$ cat src/hdl/ufbs_pkg.sv
// shared types and constants for the fractional baud divisor search
package ufbs_pkg;

	localparam int PCLK_W = 26;
	localparam int BAUD_W = 22;
	localparam int DL_W = 16;
	localparam int FV_W = 4;
	localparam int DIV_W = 32;
	localparam int CNT_W = 6;
	localparam int MVP_W = 30;
	localparam int RDEN_W = 24;

	localparam logic [PCLK_W-1:0] PCLK_RESET = 26'd48000000;
	localparam logic [FV_W-1:0] MV_FIRST = 4'd1;
	localparam logic [FV_W-1:0] MV_LAST = 4'd15;
	localparam logic [FV_W-1:0] DAV_LAST = 4'd14;
	localparam logic [CNT_W-1:0] DIV_STEPS = 6'd32;

	typedef enum logic [3:0] {
		ST_IDLE,
		ST_LOAD,
		ST_BWAIT,
		ST_PREP,
		ST_QSTART,
		ST_QWAIT,
		ST_RDEN,
		ST_RSTART,
		ST_RWAIT,
		ST_DONE
	} state_t;

	typedef enum logic [1:0] {
		OP_BASE,
		OP_Q,
		OP_RATE
	} div_op_t;

	typedef struct packed {
		logic    load;
		logic    div_start;
		div_op_t op;
		logic    base_take;
		logic    prep;
		logic    q_take;
		logic    rden;
		logic    cmp;
		logic    out_load;
	} cmd_t;

	typedef struct packed {
		logic baud_zero;
		logic div_busy;
		logic div_done;
		logic rem_zero;
		logic last_pair;
		logic out_free;
	} sts_t;

endpackage

$ cat src/hdl/ufbs_div.sv
// radix-2 restoring unsigned divider, one quotient bit per cycle
module ufbs_div
	import ufbs_pkg::*;
(
	input  logic             clk,
	input  logic             arst_n,
	input  logic             start,
	input  logic [DIV_W-1:0] dividend,
	input  logic [DIV_W-1:0] divisor,
	output logic             busy,
	output logic             done,
	output logic [DIV_W-1:0] quotient,
	output logic [DIV_W-1:0] remainder
);

	logic [CNT_W-1:0] cnt_q;
	logic             busy_q;
	logic             done_q;
	logic [DIV_W-1:0] rem_q;
	logic [DIV_W-1:0] quo_q;
	logic [DIV_W-1:0] dvs_q;
	logic [DIV_W:0]   sh;
	logic             ge;

	assign sh = {rem_q, quo_q[DIV_W-1]};
	assign ge = sh >= {1'b0, dvs_q};

	always_ff @(posedge clk or negedge arst_n) begin
		if (!arst_n) begin
			cnt_q <= '0;
			busy_q <= 1'b0;
			done_q <= 1'b0;
		end else begin
			done_q <= 1'b0;
			if (start) begin
				cnt_q <= DIV_STEPS;
				busy_q <= 1'b1;
			end else if (busy_q) begin
				cnt_q <= cnt_q - 1'b1;
				if (cnt_q == CNT_W'(1)) begin
					busy_q <= 1'b0;
					done_q <= 1'b1;
				end
			end
		end
	end

	always_ff @(posedge clk) begin
		if (start) begin
			rem_q <= '0;
			quo_q <= dividend;
			dvs_q <= divisor;
		end else if (busy_q) begin
			rem_q <= ge ? DIV_W'(sh - {1'b0, dvs_q}) : sh[DIV_W-1:0];
			quo_q <= {quo_q[DIV_W-2:0], ge};
		end
	end

	assign busy = busy_q;
	assign done = done_q;
	assign quotient = quo_q;
	assign remainder = rem_q;

endmodule

$ cat src/hdl/ufbs_dp.sv
// datapath: operands, candidate arithmetic, best-pair tracking and result register
module ufbs_dp
	import ufbs_pkg::*;
(
	input  logic              clk,
	input  logic              arst_n,
	input  cmd_t              cmd,
	output sts_t              sts,
	input  logic              cfg_we,
	input  logic [PCLK_W-1:0] cfg_wdata,
	input  logic [BAUD_W-1:0] baud_rate,
	input  logic              out_ready,
	output logic              out_valid,
	output logic [DL_W-1:0]   divisor_latch,
	output logic [FV_W-1:0]   div_add_val,
	output logic [FV_W-1:0]   mul_val
);

	logic [PCLK_W-1:0] pclk_q;
	logic [BAUD_W-1:0] baud_q;
	logic [FV_W-1:0]   mv_q;
	logic [FV_W-1:0]   dav_q;
	logic [DIV_W-1:0]  min_err_q;
	logic [DL_W-1:0]   dl_q;
	logic [FV_W-1:0]   bdav_q;
	logic [FV_W-1:0]   bmul_q;
	logic [MVP_W-1:0]  mvp_q;
	logic [DIV_W-1:0]  den_q;
	logic [DL_W-1:0]   dlv_q;
	logic [RDEN_W-1:0] rden_q;
	logic              out_valid_q;
	logic [DL_W-1:0]   out_dl_q;
	logic [FV_W-1:0]   out_dav_q;
	logic [FV_W-1:0]   out_mul_q;

	logic [DIV_W-1:0]  dvd;
	logic [DIV_W-1:0]  dvs;
	logic              div_busy;
	logic              div_done;
	logic [DIV_W-1:0]  quo;
	logic [DIV_W-1:0]  rem;
	logic [4:0]        sum;
	logic [DIV_W-1:0]  qt;
	logic [DL_W-1:0]   dlv;
	logic [DIV_W-1:0]  rt;
	logic [DIV_W-1:0]  rate;
	logic [DIV_W-1:0]  baud32;
	logic [DIV_W-1:0]  err;

	assign sum = {1'b0, dav_q} + {1'b0, mv_q};
	assign baud32 = DIV_W'(baud_q);

	always_comb begin
		case (cmd.op)
			OP_BASE: begin
				dvd = DIV_W'(pclk_q);
				dvs = DIV_W'({baud_q, 4'b0000});
			end
			OP_Q: begin
				dvd = {mvp_q, 2'b00};
				dvs = den_q;
			end
			OP_RATE: begin
				dvd = DIV_W'(mvp_q);
				dvs = DIV_W'(rden_q);
			end
			default: begin
				dvd = '0;
				dvs = '1;
			end
		endcase
	end

	ufbs_div u_div (
		.clk       (clk),
		.arst_n    (arst_n),
		.start     (cmd.div_start),
		.dividend  (dvd),
		.divisor   (dvs),
		.busy      (div_busy),
		.done      (div_done),
		.quotient  (quo),
		.remainder (rem)
	);

	always_comb begin
		qt = {5'b0, quo[DIV_W-1:5]} + DIV_W'(1);
		dlv = qt[DL_W:1];
		if (dlv == '0) begin
			dlv = DL_W'(1);
		end
		if (dav_q != '0 && dlv < DL_W'(2)) begin
			dlv = DL_W'(2);
		end
		rt = quo + DIV_W'(1);
		rate = {1'b0, rt[DIV_W-1:1]};
		err = (rate >= baud32) ? rate - baud32 : baud32 - rate;
	end

	always_ff @(posedge clk or negedge arst_n) begin
		if (!arst_n) begin
			pclk_q <= PCLK_RESET;
			out_valid_q <= 1'b0;
		end else begin
			if (cfg_we) begin
				pclk_q <= cfg_wdata;
			end
			if (cmd.out_load) begin
				out_valid_q <= 1'b1;
			end else if (out_ready) begin
				out_valid_q <= 1'b0;
			end
		end
	end

	always_ff @(posedge clk) begin
		if (cmd.load) begin
			baud_q <= baud_rate;
			mv_q <= MV_FIRST;
			dav_q <= '0;
			min_err_q <= DIV_W'(baud_rate);
			dl_q <= '0;
			bdav_q <= '0;
			bmul_q <= MV_FIRST;
		end
		if (cmd.base_take) begin
			dl_q <= quo[DL_W-1:0];
		end
		if (cmd.prep) begin
			mvp_q <= MVP_W'(DIV_W'(pclk_q) * DIV_W'(mv_q));
			den_q <= DIV_W'(baud_q) * DIV_W'(sum);
		end
		if (cmd.q_take) begin
			dlv_q <= dlv;
		end
		if (cmd.rden) begin
			rden_q <= RDEN_W'({DIV_W'(dlv_q) * DIV_W'(sum), 3'b000});
		end
		if (cmd.cmp) begin
			if (err < min_err_q) begin
				min_err_q <= err;
				dl_q <= dlv_q;
				bdav_q <= dav_q;
				bmul_q <= mv_q;
			end
			if (dav_q + 1'b1 == mv_q) begin
				mv_q <= mv_q + 1'b1;
				dav_q <= '0;
			end else begin
				dav_q <= dav_q + 1'b1;
			end
		end
		if (cmd.out_load) begin
			out_dl_q <= dl_q;
			out_dav_q <= bdav_q;
			out_mul_q <= bmul_q;
		end
	end

	always_comb begin
		sts.baud_zero = baud_q == '0;
		sts.div_busy = div_busy;
		sts.div_done = div_done;
		sts.rem_zero = rem == '0;
		sts.last_pair = mv_q == MV_LAST && dav_q == DAV_LAST;
		sts.out_free = !out_valid_q || out_ready;
	end

	assign out_valid = out_valid_q;
	assign divisor_latch = out_dl_q;
	assign div_add_val = out_dav_q;
	assign mul_val = out_mul_q;

endmodule

$ cat src/hdl/ufbs_ctrl.sv
// controller: sequences the base division and the candidate pair search
module ufbs_ctrl
	import ufbs_pkg::*;
(
	input  logic clk,
	input  logic arst_n,
	input  logic in_valid,
	output logic in_ready,
	input  sts_t sts,
	output cmd_t cmd
);

	state_t state_q;
	state_t state_d;

	always_ff @(posedge clk or negedge arst_n) begin
		if (!arst_n) begin
			state_q <= ST_IDLE;
		end else begin
			state_q <= state_d;
		end
	end

	always_comb begin
		state_d = state_q;
		cmd = '0;
		cmd.op = OP_BASE;
		in_ready = 1'b0;
		case (state_q)
			ST_IDLE: begin
				in_ready = 1'b1;
				if (in_valid) begin
					cmd.load = 1'b1;
					state_d = ST_LOAD;
				end
			end
			ST_LOAD: begin
				if (sts.baud_zero) begin
					state_d = ST_DONE;
				end else begin
					cmd.div_start = 1'b1;
					cmd.op = OP_BASE;
					state_d = ST_BWAIT;
				end
			end
			ST_BWAIT: begin
				if (sts.div_done) begin
					cmd.base_take = 1'b1;
					state_d = sts.rem_zero ? ST_DONE : ST_PREP;
				end
			end
			ST_PREP: begin
				cmd.prep = 1'b1;
				state_d = ST_QSTART;
			end
			ST_QSTART: begin
				cmd.div_start = 1'b1;
				cmd.op = OP_Q;
				state_d = ST_QWAIT;
			end
			ST_QWAIT: begin
				if (sts.div_done) begin
					cmd.q_take = 1'b1;
					state_d = ST_RDEN;
				end
			end
			ST_RDEN: begin
				cmd.rden = 1'b1;
				state_d = ST_RSTART;
			end
			ST_RSTART: begin
				cmd.div_start = 1'b1;
				cmd.op = OP_RATE;
				state_d = ST_RWAIT;
			end
			ST_RWAIT: begin
				if (sts.div_done) begin
					cmd.cmp = 1'b1;
					state_d = sts.last_pair ? ST_DONE : ST_PREP;
				end
			end
			ST_DONE: begin
				if (sts.out_free) begin
					cmd.out_load = 1'b1;
					state_d = ST_IDLE;
				end
			end
			default: begin
				state_d = ST_IDLE;
			end
		endcase
	end

`ifndef SYNTHESIS
	a_start_idle: assert property (@(posedge clk) disable iff (!arst_n)
		cmd.div_start |-> !sts.div_busy)
		else $error("divider started while busy");
	a_start_busy: assert property (@(posedge clk) disable iff (!arst_n)
		cmd.div_start |=> sts.div_busy)
		else $error("divider did not start");
	a_done_free: assert property (@(posedge clk) disable iff (!arst_n)
		sts.div_done |-> !sts.div_busy)
		else $error("divider done while busy");
	a_load_free: assert property (@(posedge clk) disable iff (!arst_n)
		cmd.out_load |-> sts.out_free)
		else $error("result register overwritten");
`endif

endmodule

$ cat src/hdl/uart_fractional_baud_search_top.sv
// top level of the fractional uart baud divisor search
//
//  channel  signals                                  width
//  cfg      cfg_we, cfg_wdata                        26
//  in       in_valid, in_ready, baud_rate            22
//  out      out_valid, out_ready, divisor_latch,     16
//           div_add_val, mul_val                     4, 4
//
// one beat at a time: when the clock divides evenly the result needs only the base division
// (none for a zero rate), else the search also runs 120 candidate pairs, all on the shared
// serial divider (one base division, then two divisions per candidate pair)
// reset clears the state machine and result valid and sets pclk_q to 48 MHz
// a finished result waits in the output register while the next beat is taken
module uart_fractional_baud_search_top
	import ufbs_pkg::*;
(
	input  logic              clk,
	input  logic              arst_n,
	input  logic              cfg_we,
	input  logic [PCLK_W-1:0] cfg_wdata,
	input  logic              in_valid,
	output logic              in_ready,
	input  logic [BAUD_W-1:0] baud_rate,
	output logic              out_valid,
	input  logic              out_ready,
	output logic [DL_W-1:0]   divisor_latch,
	output logic [FV_W-1:0]   div_add_val,
	output logic [FV_W-1:0]   mul_val
);

	cmd_t cmd;
	sts_t sts;

	ufbs_ctrl u_ctrl (
		.clk      (clk),
		.arst_n   (arst_n),
		.in_valid (in_valid),
		.in_ready (in_ready),
		.sts      (sts),
		.cmd      (cmd)
	);

	ufbs_dp u_dp (
		.clk           (clk),
		.arst_n        (arst_n),
		.cmd           (cmd),
		.sts           (sts),
		.cfg_we        (cfg_we),
		.cfg_wdata     (cfg_wdata),
		.baud_rate     (baud_rate),
		.out_ready     (out_ready),
		.out_valid     (out_valid),
		.divisor_latch (divisor_latch),
		.div_add_val   (div_add_val),
		.mul_val       (mul_val)
	);

endmodule

$ cat config.mk
export PLATFORM = sky130hd
export DESIGN_NAME = uart_fractional_baud_search_top
export DESIGN_NICKNAME = d
export VERILOG_FILES = /design/src/hdl/ufbs_pkg.sv /design/src/hdl/ufbs_div.sv /design/src/hdl/ufbs_dp.sv /design/src/hdl/ufbs_ctrl.sv /design/src/hdl/uart_fractional_baud_search_top.sv
export SDC_FILE = /design/constraint.sdc
export NUM_CORES = 1
export LEC_CHECK = 0
export BUFFER_PORTS_ARGS = -buffer_cell sky130_fd_sc_hd__buf_2
export CORE_MARGIN = 3
export CORE_UTILIZATION = 45
export DETAILED_ROUTE_END_ITERATION = 16
export SLEW_MARGIN = 20
export SYNTH_ARGS = -nofsm -noshare
export SYNTH_HDL_FRONTEND = slang
export SYNTH_SLANG_ARGS = --single-unit
$ cat constraint.sdc
create_clock -name clk -period 8.7 [get_ports clk]
set_input_delay 0.87 -clock clk [delete_from_list [all_inputs] [get_ports clk]]
set_output_delay 0.87 -clock clk [all_outputs]
set_load 0.01 [all_outputs]
# Word level (Yosys, flattened, before mapping)
# Index checks and enable logic that the tools add are counted.
[op_classes]
add_sub_neg = 9
multipliers = 3
order_cmp = 4
n_eq_ne = 20
n_mux = 58
reduce_logical = 14
[op_table]
columns = ["cell", "n"]
rows = [
  ["32-bit 2-to-1 mux", 7],
  ["32-bit case mux with 3 select lines", 2],
  ["16-bit 2-to-1 mux", 5],
  ["4-bit 2-to-1 mux", 20],
  ["4-bit case mux with 10 select lines", 1],
  ["33-bit by 32-bit greater-or-equal comparator with 1-bit output", 1],
  ["32-bit by 1-bit adder with 32-bit output (second input constant)", 1],
  ["32-bit logical NOT", 1],
  ["32-bit < comparator", 1],
  ["22-bit by 31-bit subtractor with 32-bit output", 1],
  ["31-bit by 22-bit subtractor with 32-bit output", 1],
  ["32-bit subtractor", 1],
  ["31-bit by 22-bit greater-or-equal comparator with 1-bit output", 1],
  ["26-bit by 4-bit multiplier with 30-bit output", 1],
  ["22-bit by 5-bit multiplier with 27-bit output", 1],
  ["22-bit logical NOT", 1],
  ["16-bit by 5-bit multiplier with 21-bit output", 1],
  ["1-bit 2-to-1 mux", 19],
  ["17-bit by 1-bit adder with 17-bit output (second input constant)", 1],
  ["4-bit by 3-bit == test with 1-bit output (second input constant)", 4],
  ["4-bit == test (second input constant)", 4],
  ["16-bit logical NOT", 1],
  ["16-bit by 2-bit < comparator with 1-bit output (second input constant)", 1],
  ["6-bit 2-to-1 mux", 2],
  ["other kinds (21)", 29],
]
[word_totals]
ff_bits = 339
in_bits = 53
out_inout_bits = 26
elab_cells = 131

# Logic depth before layout (Yosys ltp)
# Gate-level depths: netlist (run 1).
[logic_depth]
ltp_word = 6
depth_mapped = 35
mapped_depth_nobuf = 28

# Cells and area by module
# A second synthesis (run 1) with hierarchy kept.
[unflattened]
hier_cells = 3055
hier_area_um2 = 28546.1
[by_module_without_submodules]
columns = ["mod", "n_inst", "cells_per_inst", "area_each_um2", "seq_area_each_um2"]
rows = [
  ["ufbs_dp", 1, 2365, 21856.0, 6213.5],
  ["ufbs_div", 1, 620, 6169.7, 2762.6],
  ["ufbs_ctrl", 1, 70, 520.5, 100.1],
]

# Worst setup path before layout (run 1)
# Ideal clock, no wire load.
[synth_timing]
path_kind = "reg-to-reg"
from = "register u_dp.u_div.quo_q[6] (netlist: u_dp.u_div.quotient[6])"
to = "register u_dp.min_err_q[15]"
setup_ps = 121
t_arrival_ps = 6640
t_required_ps = 8579
path_slack_ps = 1939
path_stages_with_launch = 33
path_buffers = 6
synth_period_minus_slack_ps = 6761
cell_sequence = "edfxtp_1 > ha_1 > and3_1 > clkbuf_1 > nand3_1 > or3_1 > xnor2_1 > ha_1 > clkbuf_1 > or2_2 > and3_1 > o21ai_0 > nand2b_1 > a21oi_1 > and4_4 > buf_6 > and3_1 > buf_6 > mux2_4 > a211o_1 > xor2_1 > ha_1 > a21oi_1 > nor2b_1 > a2111oi_0 > o21ai_0 > a31oi_1 > o21ai_0 > a41oi_1 > clkbuf_1 > inv_2 > clkbuf_1 > mux2_2"
[synth_via]
elab_chain_cells = 6
elab_cells_between_ends = 8
classes_between = "add/sub (3); order compare (2); mux (3)"
[synth_lines]
columns = ["item", "line_no", "source"]
rows = [
  ["start, declared", "ufbs_div.sv:20", "logic [DIV_W-1:0] quo_q;"],
  ["start signal, assigned", "ufbs_div.sv:51", "quo_q <= dividend;"],
  ["start signal, assigned", "ufbs_div.sv:55", "quo_q <= {quo_q[DIV_W-2:0], ge};"],
  ["32-bit by 1-bit adder with 32-bit output (*)", "ufbs_dp.sv:95", "rt = quo + DIV_W'(1);"],
  ["22-bit by 31-bit subtractor with 32-bit output (tied with other cells)", "ufbs_dp.sv:97", "err = (rate >= baud32) ? rate - baud32 : baud32 - rate;"],
  ["32-bit 2-to-1 mux (*)", "ufbs_dp.sv:97", ""],
  ["32-bit < comparator", "ufbs_dp.sv:140", "if (err < min_err_q) begin"],
  ["32-bit 2-to-1 mux (*)", "ufbs_dp.sv:140", ""],
  ["32-bit 2-to-1 mux (*)", "ufbs_dp.sv:139", "if (cmd.cmp) begin"],
  ["end signal, assigned", "ufbs_dp.sv:121", "min_err_q <= DIV_W'(baud_rate);"],
  ["end signal, assigned", "ufbs_dp.sv:141", "min_err_q <= err;"],
  ["end, declared", "ufbs_dp.sv:23", "logic [DIV_W-1:0] min_err_q;"],
]
# Mark *: on every way between the ends. The rest lies on a longest branch, timed or not.
# A chain may end at the register's enable or synchronous reset.

# Worst setup path in the final report (run 1)
[layout_timing]
from = "register u_dp.u_div.quo_q[5] (netlist: u_dp.u_div.quotient[5])"
to = "register u_dp.min_err_q[15]"
# The elaborated chain is that of the path after synthesis.

==> out/qor.yml, run 1 <==
logic_synthesis:
  yosys_warnings: 0
  synthesis.nets: 3333
  yosysSeqAreaShare_pct: 32.9
  syn_area_mm2: 0.0272
  ys.flop_type: "edfxtp_1"
  synth_top_area_share_pct: 22.5
  synth_cells: 2909
  synth-edff-count: 204
  async_flop_share_pct: 11.6
  syn_area_per_cell_um2: 9.36
  synth_area_leaders: "edfxtp_1, fa_1, ha_1"
  synth_cell_type_count: 89
  ys_ff_latch: 335
  yosysTopAreaCell: "edfxtp_1"
global_routing:
  antenna_found_initial: 1
  grt_util_all_layers_pct: 24.5
  grt_pass1_vias: 21634
  grt_first_pass_wirelength_um: 123000
  grt-ovfl-total: 0
  grt_max_degree: 78
cells_and_area:
  regArea_mm2: 0.00896
  antenna_cells: 0
  syn2layout_area_growth_pct: 9.18
  postLayoutCoreUtil_pct: 50.0
  drive_gt1_share_pct: 9.48
  fill_cells: 5614
  stdcell_count: 3726
  multi_input_area_mm2: 0.0167
  layout.nets: 3344
detailed_routing:
  drt_iter0_markers: 1539
  first_pass_iters: 5
  antenna_left: 0
  vias: 21264
  vias_per_cell: 5.71
  totalWireLength_um: 77200
  drc_errors: 0
  wl_per_cell_um: 20.7
setup_path:
  path_max_fanout: 19
  regToRegSetupSlack_ns: 1.06
  start_kind: "flip-flop"
  crit_type: "flip-flop to flip-flop"
  critPathCaptureType: "flip-flop"
  required_ns: 9.15
  timing.critical_path.arrival_ns: 8.09
worst_hold_path:
  hold_class: "flip-flop to flip-flop"
pwr:
  peakVddDrop_mv: 0.212
  powerDensity_mw_per_mm2: 415
  internal_power_mw: 6.60
  finalPower_mw: 12.3
  power.share.clock_pct: 14.6
  swShare_pct: 46.5
  p_leak_nw: 13.1
  p_sw_mw: 5.73
  power_frac_comb_pct: 60.6
  p_seq_share_pct: 24.8
run_status:
  status: "complete, no violations"
timing:
  hold_viol: 0
  fmax_ghz: 0.131
  period_minus_slack_ns: 7.64
  setup_viol_count_final: 0
  max_slew_margin_pct: 28.7
  skew_ns: 0.0211
  tightest_slew_ns: 1.06
  drv_slew: 0
  rsz0062_at_grt: "false"
  period_share_pct: 87.8
  tns_ns: 0
die:
  rows: 89
  die_area_mm2: 0.0635
  pin_count: 79
  die_width_um: 252
  fp.dieH_um: 252
  initial_core_util_pct: 45.8
  core_area_mm2: 0.0595
clock_tree:
  numCtsBuffers: 41
  root_buffer: "clkbuf_16"
  h-tree-depth: 2
  path_clk_slew_ns: 0.06
  cts_setup_buffers: 0
  clock-sinks: 335
  cts_tree: "yes"
  ctsHoldBuffers: 0
  cts.path.max_buffers: 3
  cts_resized: 0
  worstSkewPairLatency_ns: 0.58
placed_design:
  routabilityCongestion: 0.971
  numPlacedInstances: 3650
  dp_hpwl_um: 60200
  port-buffer-count: 78
flow_run:
  maxCapViolCount: 0
state kept, by name, summed over array words and instances, names as in the netlist, 4 cells and up:
name,cells
u_dp.u_div.remainder,32
u_ctrl.state_q,4
u_dp.u_div.cnt_q,6
u_dp.mul_val,4
u_dp.divisor_latch,16
u_dp.mv_q,4
u_dp.bmul_q,4
u_dp.dl_q,16
u_dp.mvp_q,30
u_dp.bdav_q,4
u_dp.u_div.dvs_q,28
u_dp.u_div.quotient,32
u_dp.dav_q,4
u_dp.pclk_q,26
u_dp.dlv_q,16
u_dp.baud_q,22
u_dp.div_add_val,4
u_dp.min_err_q,32
u_dp.rden_q,21
u_dp.den_q,27
metrics by stage:
step	cell area [um^2]	setup slack, ns	hold slack (ns)
after detailed placement	28300	1.09	0.421
after CTS	29700	1.03	0.435
final	29700	1.06	0.433
after floorplan	27200	1.94	0.408
after global placement	28300	1.22	0.415
after global routing	29700	0.378	0.456
cell type report:
class,count,area share (%)
inverters,270,3.41
well taps,773,3.25
clock inverters,26,0.960
repair buffers,108,2.11
flip-flops and latches,335,30.1
multi-input cells,2164,56.3
clock buffers,50,3.81
cell usage after synthesis, drive strengths merged, types with 9 or more instances:
library cell,number
nand2,335
a21oi,176
nand3,46
xor2,58
edfxtp,204
a211oi,18
a22oi,38
fa,154
buf,33
and3,18
and2,156
o21a,15
dfrtp,29
clkbuf,107
o31ai,11
a21o,64
and4,10
mux2,51
nor2b,28
nor3,59
nand2b,29
nor2,151
dfxtp,92
o21ai,151
dfstp,10
xnor2,120
nand4,30
or3,10
mux2i,17
a221o,22
a22o,9
a31oi,41
nor4,22
o21bai,14
inv,270
ha,217
o211ai,11
power groups by stage:
stage | sequential [mW] | combinational, mW | clock (mW)
CTS | 3.05 | 7.49 | 1.84
floorplan | 2.76 | 5.69 | 0
detailed placement | 3.07 | 7.45 | 0
global route | 3.11 | 8.39 | 1.90
global placement | 3.06 | 7.32 | 0
finish | 3.05 | 7.47 | 1.80
per-layer routing:
layer | GRT usage, % | up-vias | wire length [um]
li1 | - | 10098 | -
met1 | 31.8 | 10444 | 33000
met2 | 42.3 | 563 | 37400
met3 | 2.99 | 159 | 3730
met4 | 9.01 | 0 | 3080
met5 | 0 | - | 0
critical path, stage by stage, from the launching register on:
cell	delay, ns
edfxtp_1	0.53
ha_1	0.31
and3_1	0.31
nand3_1	0.11
or3_1	0.37
xnor2_1	0.22
ha_1	0.39
or2_2	0.35
and3_1	0.18
o21ai_0	0.14
nand2b_1	0.07
a21oi_1	0.19
and4_4	0.28
and3_1	0.57
mux2_4	0.35
a211o_1	0.31
xor2_1	0.24
ha_1	0.30
a21oi_1	0.13
nor2b_1	0.06
a2111oi_0	0.32
o21ai_0	0.16
a31oi_1	0.24
o21ai_0	0.20
a41oi_4	0.49
inv_2	0.32
mux2_2	0.36
path summary, 6_finish.rpt:
| kind | startpoint | endpoint | depth (start not counted) |
|---|---|---|---|
| max | u_dp.u_div.quotient[5] | u_dp.min_err_q[15] | 26 |
| min | u_dp.bdav_q[1] | u_dp.div_add_val[1] | 0 |
| max reg2reg | u_dp.u_div.quotient[5] | u_dp.min_err_q[15] | 26 |
| min reg2reg | u_dp.bdav_q[1] | u_dp.div_add_val[1] | 0 |
| max in group asynchronous | arst_n | u_dp.pclk_q[17] | 2 |
| min in group asynchronous | arst_n | u_dp.out_valid | 2 |
cells by family after synthesis:
kind of cell / count (synthesis) / share of synthesized area, %
DFF: 335 / 32.9
AOI/OAI and AO/OA: 624 / 14.6
adders and majority gates: 371 / 21.3
buffers and inverters: 410 / 5.97
other: 1 / 0.0138
xor gates and xnor gates: 178 / 5.73
muxes: 68 / 2.75
and+or+nand+nor: 922 / 16.7
placed cells by master (no fill, tap or decap), types with 14 or more instances in the layout:
| master | n |
|---|---|
| o21bai_1 | 14 |
| xor2_1 | 57 |
| nand3_1 | 44 |
| buf_2 | 78 |
| dfrtp_1 | 29 |
| nor3_1 | 53 |
| ha_1 | 217 |
| a21oi_1 | 175 |
| xnor2_1 | 119 |
| a221o_1 | 22 |
| nand2b_1 | 29 |
| nand4_1 | 28 |
| mux2_2 | 49 |
| nor2_1 | 147 |
| a211oi_1 | 16 |
| inv_1 | 266 |
| nand2_1 | 335 |
| fa_1 | 154 |
| and3_1 | 18 |
| o21ai_0 | 148 |
| a21o_1 | 64 |
| o21a_1 | 15 |
| nor4_1 | 20 |
| a31oi_1 | 41 |
| and2_1 | 156 |
| nor2b_1 | 28 |
| dfxtp_1 | 92 |
| a22oi_1 | 38 |
| mux2i_1 | 17 |
| edfxtp_1 | 204 |
| buf_4 | 29 |
| clkbuf_16 | 43 |
No activity file was read; power rests on OpenSTA's default activity.
==> run 2: changes to the inputs <==
--- a/config.mk
+++ b/config.mk
@@ -6,6 +6,7 @@
 export NUM_CORES = 1
 export LEC_CHECK = 0
 export BUFFER_PORTS_ARGS = -buffer_cell sky130_fd_sc_hd__buf_2
+export CORE_ASPECT_RATIO = 0.9
 export CORE_MARGIN = 3
 export CORE_UTILIZATION = 45
 export DETAILED_ROUTE_END_ITERATION = 16
==> out/qor.yml, run 2 (synthesis gave the netlist of run 1 again) <==
cells_and_area:
  layout.nets: 3341  # was 3344
  syn2layout_area_growth_pct: 9.08  # was 9.18%
  postLayoutCoreUtil_pct: 50.2  # was 50.0%
  antenna_cells: 0  # unchanged
  layout_commonest_cell: "nand2_1"  # unchanged
  stdcell_count: 3723  # was 3726
  final_cell_mix: "nand2_1, inv_1, ha_1"  # unchanged
  drive_gt1_share_pct: 9.46  # was 9.48%
clock_tree:
  root_buffer: "clkbuf_16"  # unchanged
  cts_setup_buffers: 0  # unchanged
  numCtsBuffers: 40  # was 41
  cts_tree: "yes"  # unchanged
  cts.path.max_buffers: 3  # unchanged
  ctsHoldBuffers: 0  # unchanged
  path_clk_slew_ns: 0.06  # about the same
  worstSkewPairLatency_ns: 0.57  # was 0.58 ns
  cts_resized: 0  # unchanged
  h-tree-depth: 2  # unchanged
  clock-sinks: 335  # unchanged
detailed_routing:
  totalWireLength_um: 74700  # was 77200 um
  vias_per_cell: 5.67  # was 5.71
  drc_errors: 0  # unchanged
  drt_iter0_markers: 1568  # was 1539
  antenna_left: 0  # unchanged
  first_pass_iters: 6  # was 5
  vias: 21108  # was 21264
  wl_per_cell_um: 20.1  # was 20.7 um
worst_hold_path:
  hold_class: "primary input to async pin"  # was flip-flop to flip-flop
setup_path:
  crit_family: "compound AO/OA/AOI/OAI gates"  # was simple AND/OR/NAND/NOR gates
  critPathCaptureType: "flip-flop"  # unchanged
  cp_slowest_stage_delay_ns: 0.51  # was 0.57 ns
  path_max_fanout: 19  # unchanged
  slowest_stage: "xnor2_1"  # was and3_1
  start_kind: "flip-flop"  # unchanged
  timing.critical_path.arrival_ns: 8.35  # was 8.09 ns
  path_buf_inv: 2  # was 1
  required_ns: 9.14  # was 9.15 ns
  crit_type: "flip-flop to flip-flop"  # unchanged
timing:
  tightest_slew_ns: 0.904  # was 1.06 ns
  skew_ns: 0.0146  # was 0.0211 ns
  hold_viol: 0  # unchanged
  max_slew_margin_pct: 39.7  # was 28.7%
  setup_viol_count_final: 0  # unchanged
  fmax_ghz: 0.126  # was 0.131 GHz
  tns_ns: 0  # unchanged
  drv_slew: 0  # unchanged
  period_minus_slack_ns: 7.91  # was 7.64 ns
  period_share_pct: 90.9  # was 87.8%
  rsz0062_at_grt: "false"  # unchanged
placed_design:
  dp_hpwl_um: 57700  # was 60200 um
  numPlacedInstances: 3649  # was 3650
  routabilityCongestion: 0.925  # was 0.971
  port-buffer-count: 78  # unchanged
global_routing:
  grt_pass1_vias: 21114  # was 21634
  antenna_found_initial: 2  # was 1
  grt_max_degree: 79  # was 78
  grt_first_pass_wirelength_um: 119000  # was 123000 um
  grt-ovfl-total: 0  # unchanged
  grt_util_all_layers_pct: 23.6  # was 24.5%
die:
  die_width_um: 265  # was 252 um
  core_area_mm2: 0.0592  # was 0.0595 mm^2
  pin_count: 79  # unchanged
  rows: 84  # was 89
  fp.dieH_um: 239  # was 252 um
  die_area_mm2: 0.0635  # about the same
  initial_core_util_pct: 46.0  # was 45.8%
pwr:
  powerDensity_mw_per_mm2: 411  # was 415 mW/mm^2
  finalPower_mw: 12.2  # was 12.3 mW
  peakVddDrop_mv: 0.274  # was 0.212 mV
  p_leak_nw: 13.0  # was 13.1 nW
run_status:
  status: "complete, no violations"  # unchanged
flow_run:
  maxCapViolCount: 0  # unchanged
## run 2: cell types whose count changed in the layout (fill, tap and decap cells not counted), sizes merged
cell | before | now
buf | 108 | 106
clkinv | 14 | 10
clkinvlp | 1 | 5
inv | 276 | 274
bufinv | 5 | 3
clkbuf | 50 | 52
## run 2: metal layers
layer | vias to the layer above | part of all wire, % | global-route usage, %
li1 | 10087 | - | -
met1 | 10409 | 47 | 33.6
met2 | 499 | 45 | 38.0
met3 | 111 | 4.2 | 2.44
met4 | 2 | 3.0 | 7.35
met5 | - | 0.017 | 0
## run 2: path summary, 6_finish.rpt
check / slack (ns) / from / endpoint / cells past startpoint
worst max-delay path: 0.79 / u_dp.u_div.quotient[5] / u_dp.min_err_q[4] / 27
worst min-delay path: 0.39 / arst_n / u_ctrl.state_q[3] / 2
worst max register to register: 0.79 / u_dp.u_div.quotient[5] / u_dp.min_err_q[4] / 27
worst min register to register: 0.42 / u_dp.bdav_q[2] / u_dp.div_add_val[2] / 0
max in group asynchronous: 7.84 / arst_n / u_dp.pclk_q[12] / 2
min in group clk: 0.42 / u_dp.bdav_q[2] / u_dp.div_add_val[2] / 0
## run 2: final cells by class
cell class                      instances  area, um^2
Sequential cell                       335        8960
Multi-Input combinational cell       2164       16700
Clock buffer                           52        1170
Inverter                              270        1010
Fill cell                            5548       29500
Timing Repair Buffer                  106         613
Clock inverter                         22         236
Tap cell                              774         968
## run 2: worst reg2reg max path, cell delays in order, from the launching register on
cell and delay (ns):
edfxtp_1 0.50, ha_1 0.28, and3_1 0.30, nand3_1 0.12, or3_1 0.38, xnor2_1 0.51
ha_1 0.47, or2_2 0.35, and3_1 0.18, o21ai_0 0.15, nand2b_1 0.07, a21oi_1 0.19
and4_4 0.28, and3_1 0.26, buf_4 0.30, mux2_4 0.33, a211o_1 0.30, xor2_1 0.23
ha_1 0.29, a21oi_1 0.13, nor2b_1 0.05, a2111oi_0 0.35, o21ai_0 0.17, a31oi_1 0.35
o21ai_0 0.25, a41oi_4 0.37, inv_2 0.28, mux2_2 0.35
## run 2: per-stage QoR
stage | area [um^2] | setup WS (ns) | hold slack [ns]
6_report | 29700 | 0.790 | 0.393
5_1_grt | 29700 | 0.272 | 0.423
4_1_cts | 29700 | 0.863 | 0.384
3_5_place_dp | 28300 | 0.881 | 0.418
3_3_place_gp | 28300 | 1.11 | 0.420
2_1_floorplan | 27200 | 1.94 | 0.408
## run 2: power breakdown
group,switching (mW),internal [mW]
clock,0.720,1.05
combinational,4.42,2.99
sequential,0.486,2.53
